===== src/hw/rtl/assert_macros.svh =====
// Assertion macros shared by the RTL that checks itself.
`ifndef ASSERT_MACROS_SVH
`define ASSERT_MACROS_SVH

// Plain property, sampled on clk, off while arst_n is low.
`define SIL_ASSERT(lbl, prop, msg) \
	lbl: assert property (@(posedge clk) disable iff (!arst_n) (prop)) else $error(msg);

// Antecedent in one cycle, consequent in the next.
`define SIL_ASSERT_NEXT(lbl, ante, cons, msg) \
	lbl: assert property (@(posedge clk) disable iff (!arst_n) (ante) |=> (cons)) else $error(msg);

`endif


===== src/hw/rtl/sil_pkg.sv =====
// Shared types and constants of the sorted three-list block.
package sil_pkg;

	typedef enum logic [1:0] {
		OP_INSERT = 2'd0,
		OP_READ   = 2'd1,
		OP_CLEAR  = 2'd2
	} op_t;

	localparam logic [1:0] SEL_MINORS = 2'd0;
	localparam logic [1:0] SEL_FEMALE = 2'd1;
	localparam logic [1:0] SEL_MALE   = 2'd2;

	localparam logic [1:0] GENDER_MALE   = 2'd1;
	localparam logic [1:0] GENDER_FEMALE = 2'd2;

	localparam logic [7:0] ADULT_AGE_RESET = 8'd20;

	// Link from one cell to its right-hand neighbor.
	typedef struct packed {
		logic       gt;
		logic [7:0] entry;
	} cell_link_t;

	// Per-list command for the current transfer.
	typedef struct packed {
		logic       ins;
		logic       clr;
		logic [7:0] age;
	} list_ctrl_t;

endpackage


===== src/hw/rtl/sil_cell.sv =====
// One compare-and-shift cell of a sorted list.
module sil_cell #(
	parameter int IDX = 0,
	parameter int CW  = 7
) (
	input  logic                clk,
	input  logic                ins,
	input  logic [7:0]          age,
	input  logic [CW-1:0]       count,
	input  sil_pkg::cell_link_t prev,
	output sil_pkg::cell_link_t link
);
	import sil_pkg::*;

	logic [7:0] entry_q;
	logic       occupied;
	logic       at_end;
	logic       gt;

	assign occupied = count > CW'(IDX);
	assign at_end   = count == CW'(IDX);
	assign gt       = occupied && (entry_q > age);

	assign link.gt    = gt;
	assign link.entry = entry_q;

	// Cells past the slot take their left neighbor, the slot takes the new age.
	always_ff @(posedge clk) begin
		if (ins) begin
			if (prev.gt) begin
				entry_q <= prev.entry;
			end else if (gt || at_end) begin
				entry_q <= age;
			end
		end
	end

endmodule


===== src/hw/rtl/sil_list.sv =====
// One bounded ascending list: a row of cells, its count and a read port.
module sil_list #(
	parameter int DEPTH = 64,
	parameter int CW    = $clog2(DEPTH + 1)
) (
	input  logic                clk,
	input  logic                arst_n,
	input  sil_pkg::list_ctrl_t ctrl,
	input  logic [5:0]          rd_pos,
	output logic [CW-1:0]       count,
	output logic                full,
	output logic [7:0]          rd_age,
	output logic                rd_valid
);
	import sil_pkg::*;

	localparam int AW   = (DEPTH > 1) ? $clog2(DEPTH) : 1;
	localparam int WIDE = (CW > 6) ? CW : 6;

	cell_link_t      links [DEPTH];
	logic [7:0]      entries [DEPTH];
	logic [CW-1:0]   count_q;
	logic            ins_ok;
	logic [WIDE-1:0] pos_w;

	assign full   = count_q == CW'(DEPTH);
	assign ins_ok = ctrl.ins && !full;
	assign count  = count_q;

	for (genvar i = 0; i < DEPTH; i++) begin : g_cell
		cell_link_t prev;
		if (i == 0) begin : g_head
			assign prev = '0;
		end else begin : g_body
			assign prev = links[i-1];
		end
		sil_cell #(.IDX(i), .CW(CW)) u_cell (
			.clk   (clk),
			.ins   (ins_ok),
			.age   (ctrl.age),
			.count (count_q),
			.prev  (prev),
			.link  (links[i])
		);
		assign entries[i] = links[i].entry;
	end

	always_ff @(posedge clk or negedge arst_n) begin
		if (!arst_n) begin
			count_q <= '0;
		end else if (ctrl.clr) begin
			count_q <= '0;
		end else if (ins_ok) begin
			count_q <= count_q + CW'(1);
		end
	end

	assign pos_w    = WIDE'(rd_pos);
	assign rd_valid = (pos_w < WIDE'(DEPTH)) && (pos_w < WIDE'(count_q));
	assign rd_age   = rd_valid ? entries[pos_w[AW-1:0]] : 8'd0;

endmodule


===== config.mk =====
export PLATFORM = sky130hd
export DESIGN_NAME = sil_list
export DESIGN_NICKNAME = d
export VERILOG_FILES = /design/src/hw/rtl/assert_macros.svh /design/src/hw/rtl/sil_pkg.sv /design/src/hw/rtl/sil_cell.sv /design/src/hw/rtl/sil_list.sv
export SDC_FILE = /design/constraint.sdc
export NUM_CORES = 2
export LEC_CHECK = 0
export ABC_CLOCK_PERIOD_IN_PS = 3800
export BUFFER_PORTS_ARGS = -buffer_cell sky130_fd_sc_hd__buf_2
export CAP_MARGIN = 5
export CORE_MARGIN = 10
export CORE_UTILIZATION = 35
export CTS_CLUSTER_DIAMETER = 80
export DETAILED_ROUTE_END_ITERATION = 8
export PLACE_DENSITY_LB_ADDON = 0.2
export SLEW_MARGIN = 25
export SYNTH_ARGS = -nofsm -noshare
export SYNTH_HDL_FRONTEND = slang
export SYNTH_SLANG_ARGS = --single-unit
export TNS_END_PERCENT = 50

===== constraint.sdc =====
create_clock -name clk -period 3.8 [get_ports clk]
set_input_delay 0.38 -clock clk [delete_from_list [all_inputs] [get_ports clk]]
set_output_delay 0.38 -clock clk [all_outputs]
set_load 0.005 [all_outputs]

==> impl_metrics.toml <==
[setup_path]
cp_cell_sequence = "buf_4 -> inv_2 -> ha_1 -> a21o_1 -> a221o_1 -> nand4_1 -> nand3_2 -> o22ai_2 -> buf_2"
arrival_ns = 3.28
endpoint = "rd_age[0]"
startpoint = "count[3]"
crit_slowest_cell = "dfrtp_2"
slowest_delay_ns = 0.48
worstPathRequired_ns = 3.42
reg2regPathDepth = 4
crit_path_end_kind = "primary output"
ff2ff_setup_slack_ns = 0.35
criticalPathCategory = "register to primary output"
reg2reg_to = "g_cell[4].u_cell.entry_q[7]"
r2r_start = "count[2]"
cp_max_fo = 18
cp-start-kind = "register"

[place]
pre_cts_slack_ns = 0.263
placed_area_sq_um = 42200
dp.cells = 4765
gp_congestion = 0.965
dp_hpwl_mm = 114
port_buffers = 34

[yosys]
synth_top_area_share = 0.393
synth.most_common_cell = "ha_1"
ys_seq_area_frac = 0.398
synth_fp_nets = 3767
synth_flop_cell = "edfxtp_1"
synth.cell_area_sq_um = 39100
synth_warnings = 0
yosys.area.top_type = "edfxtp_1"
synth_common_cells = "ha_1 (521), edfxtp_1 (512), mux2_2 (445)"
ys_ff_latch = 519
synthTopCellsByArea = "edfxtp_1 (39%), ha_1 (17%), mux2_2 (13%)"
netlist-cell-type-count = 82
synth_edf_count = 512
syn_area_per_cell_sq_um = 12.1
synthCells = 3228
async_flop_share = 0.0135

[route]
drcViolationCount = 0
routed_via_density = 6.22
drtAntennaViolNets = 0
firstDrtPassIters = 6
via_count = 30400
totalWireLength_mm = 156
drtIter0Drc = 3792
wl_per_cell_um = 31.9

[timing]
fin_tns_setup_ns = 0
worst_slack_ns = 0.144
hold_ws_ns = 0.0875
fin_skew_ns = 0.0284
relSlewSlack = 0.228
finalSetupViolCount = 0
drv_slew = 0
post-route-min-period_ns = 3.66
rsz0062_at_grt = "no"
tightestPinTransition_ns = 1.16
hold_viol = 0
fmaxAchievable_mhz = 273
min_period_over_period = 0.962

[grt]
grt_pass1_wl_mm = 221
grt.total_usage = 0.240
antenna_found_initial = 9
grt_max_degree = 54
grt_overflow_total = 0
grt_pass1_vias = 28900

[pwr]
power_mw = 14.4
vdd_drop_max_mv = 0.390
powerDensity_nw_per_um2 = 326
leakage_nw = 16.4

[cells_and_area]
final-instance-count-excl-fill = 4881
area_delta_synth_final_pct = 13.2
stdcell_area_sq_um = 44200
fin_util = 0.399
final_layout_size_suffix_gt1_frac = 0.279
layout.nets = 3880

[floorplanning]
die_y_um = 354
num_rows = 122
die_w_um = 354
start_util = 0.353
io_pins = 35
die-area_sq_um = 125000
coreArea_sq_um = 111000

[clocking]
htreeDepth = 2
cts_buffers = 60
clk_latency_ns = 0.67
cts_tree = "yes"
cts.sinks = 519
clockBufferDepth = 3
cts-root-buf = "clkbuf_16"
clk_pin_slew_ns = 0.07

[worst_hold_path]
min_path_type = "input pin to register"

[status]
status = "complete, no violations"

[flow_run]
maxCapViolations = 0
-- registers in the layout (all words and copies together), names as in the netlist --
register	cells
count	7
g_cell.u_cell.entry_q	512
-- worst min-delay path by stage --
stage | from | end | slack, ns | cells after the start
after floorplan | arst_n | count[0] | 0.08 | 0
after global placement | arst_n | count[0] | 0.28 | 1
after detailed placement | arst_n | count[0] | 0.28 | 1
after CTS | ctrl[8] | count[2] | 0.06 | 2
after global routing | ctrl[8] | count[0] | 0.08 | 2
final | ctrl[8] | count[0] | 0.09 | 2
-- critical path: cells and delay by family (launching register included) --
family | cells | cell delay [ns]
buffers and inverters | 3 | 0.64
DFF | 1 | 0.48
adders and majority gates | 1 | 0.23
and+or+nand+nor | 2 | 0.40
AOI/OAI and AO/OA | 3 | 0.87
-- power breakdown --
part / leakage, nW / internal (mW) / switching, mW
Clock: 0.966 / 3.49 / 2.58
Combinational: 10.8 / 0.802 / 1.19
Sequential: 4.70 / 6.33 / 0.0404
-- cell usage in the layout, fill, tap and decap left out, types with 22 or more instances in the layout --
master,n
o21ai_0,158
mux2i_1,32
buf_12,25
nand4_1,109
mux4_2,112
mux2_2,445
clkbuf_16,61
o21a_1,48
ha_1,519
a21oi_1,203
nor2b_1,74
buf_2,24
buf_4,161
a221oi_1,34
nand2_1,154
edfxtp_1,512
o211ai_1,43
and3_1,22
inv_1,96
nor2_1,85
a21o_1,38
a31oi_1,48
nand3_1,55
-- kinds of logic after synthesis --
family / synth area share
DFF: 0.398
xor gates and xnor gates: 0.000896
and+or+nand+nor: 0.0771
AOI/OAI and AO/OA: 0.121
muxes: 0.206
adders and majority gates: 0.167
buffers and inverters: 0.0301
-- layout make-up --
type	instances	area [sq um]
Antenna cell	2	5.00
Clock buffer	72	1570
Clock inverter	40	437
Fill cell	10700	66600
Inverter	106	420
Multi-Input combinational cell	2440	22500
Sequential cell	519	15600
Tap cell	1488	1860
Timing Repair Buffer	214	1870
-- metal layers --
layer  wire, um  GRT usage
met1      68300      0.347
met2      66500      0.355
met3      15400     0.0463
met4       5730     0.0780
met5         27          0
-- what timing repair did --
action | 4_1_cts | 5_1_grt
setup endpoints to repair | 2 | 8
resized for setup | 0 | 11
hold endpoints to repair | 7 | 0
pin swaps | 0 | 1
buffers inserted | 0 | 1
hold buffers | 1 | 0
Note: power is estimated with default switching activity, not from simulation.
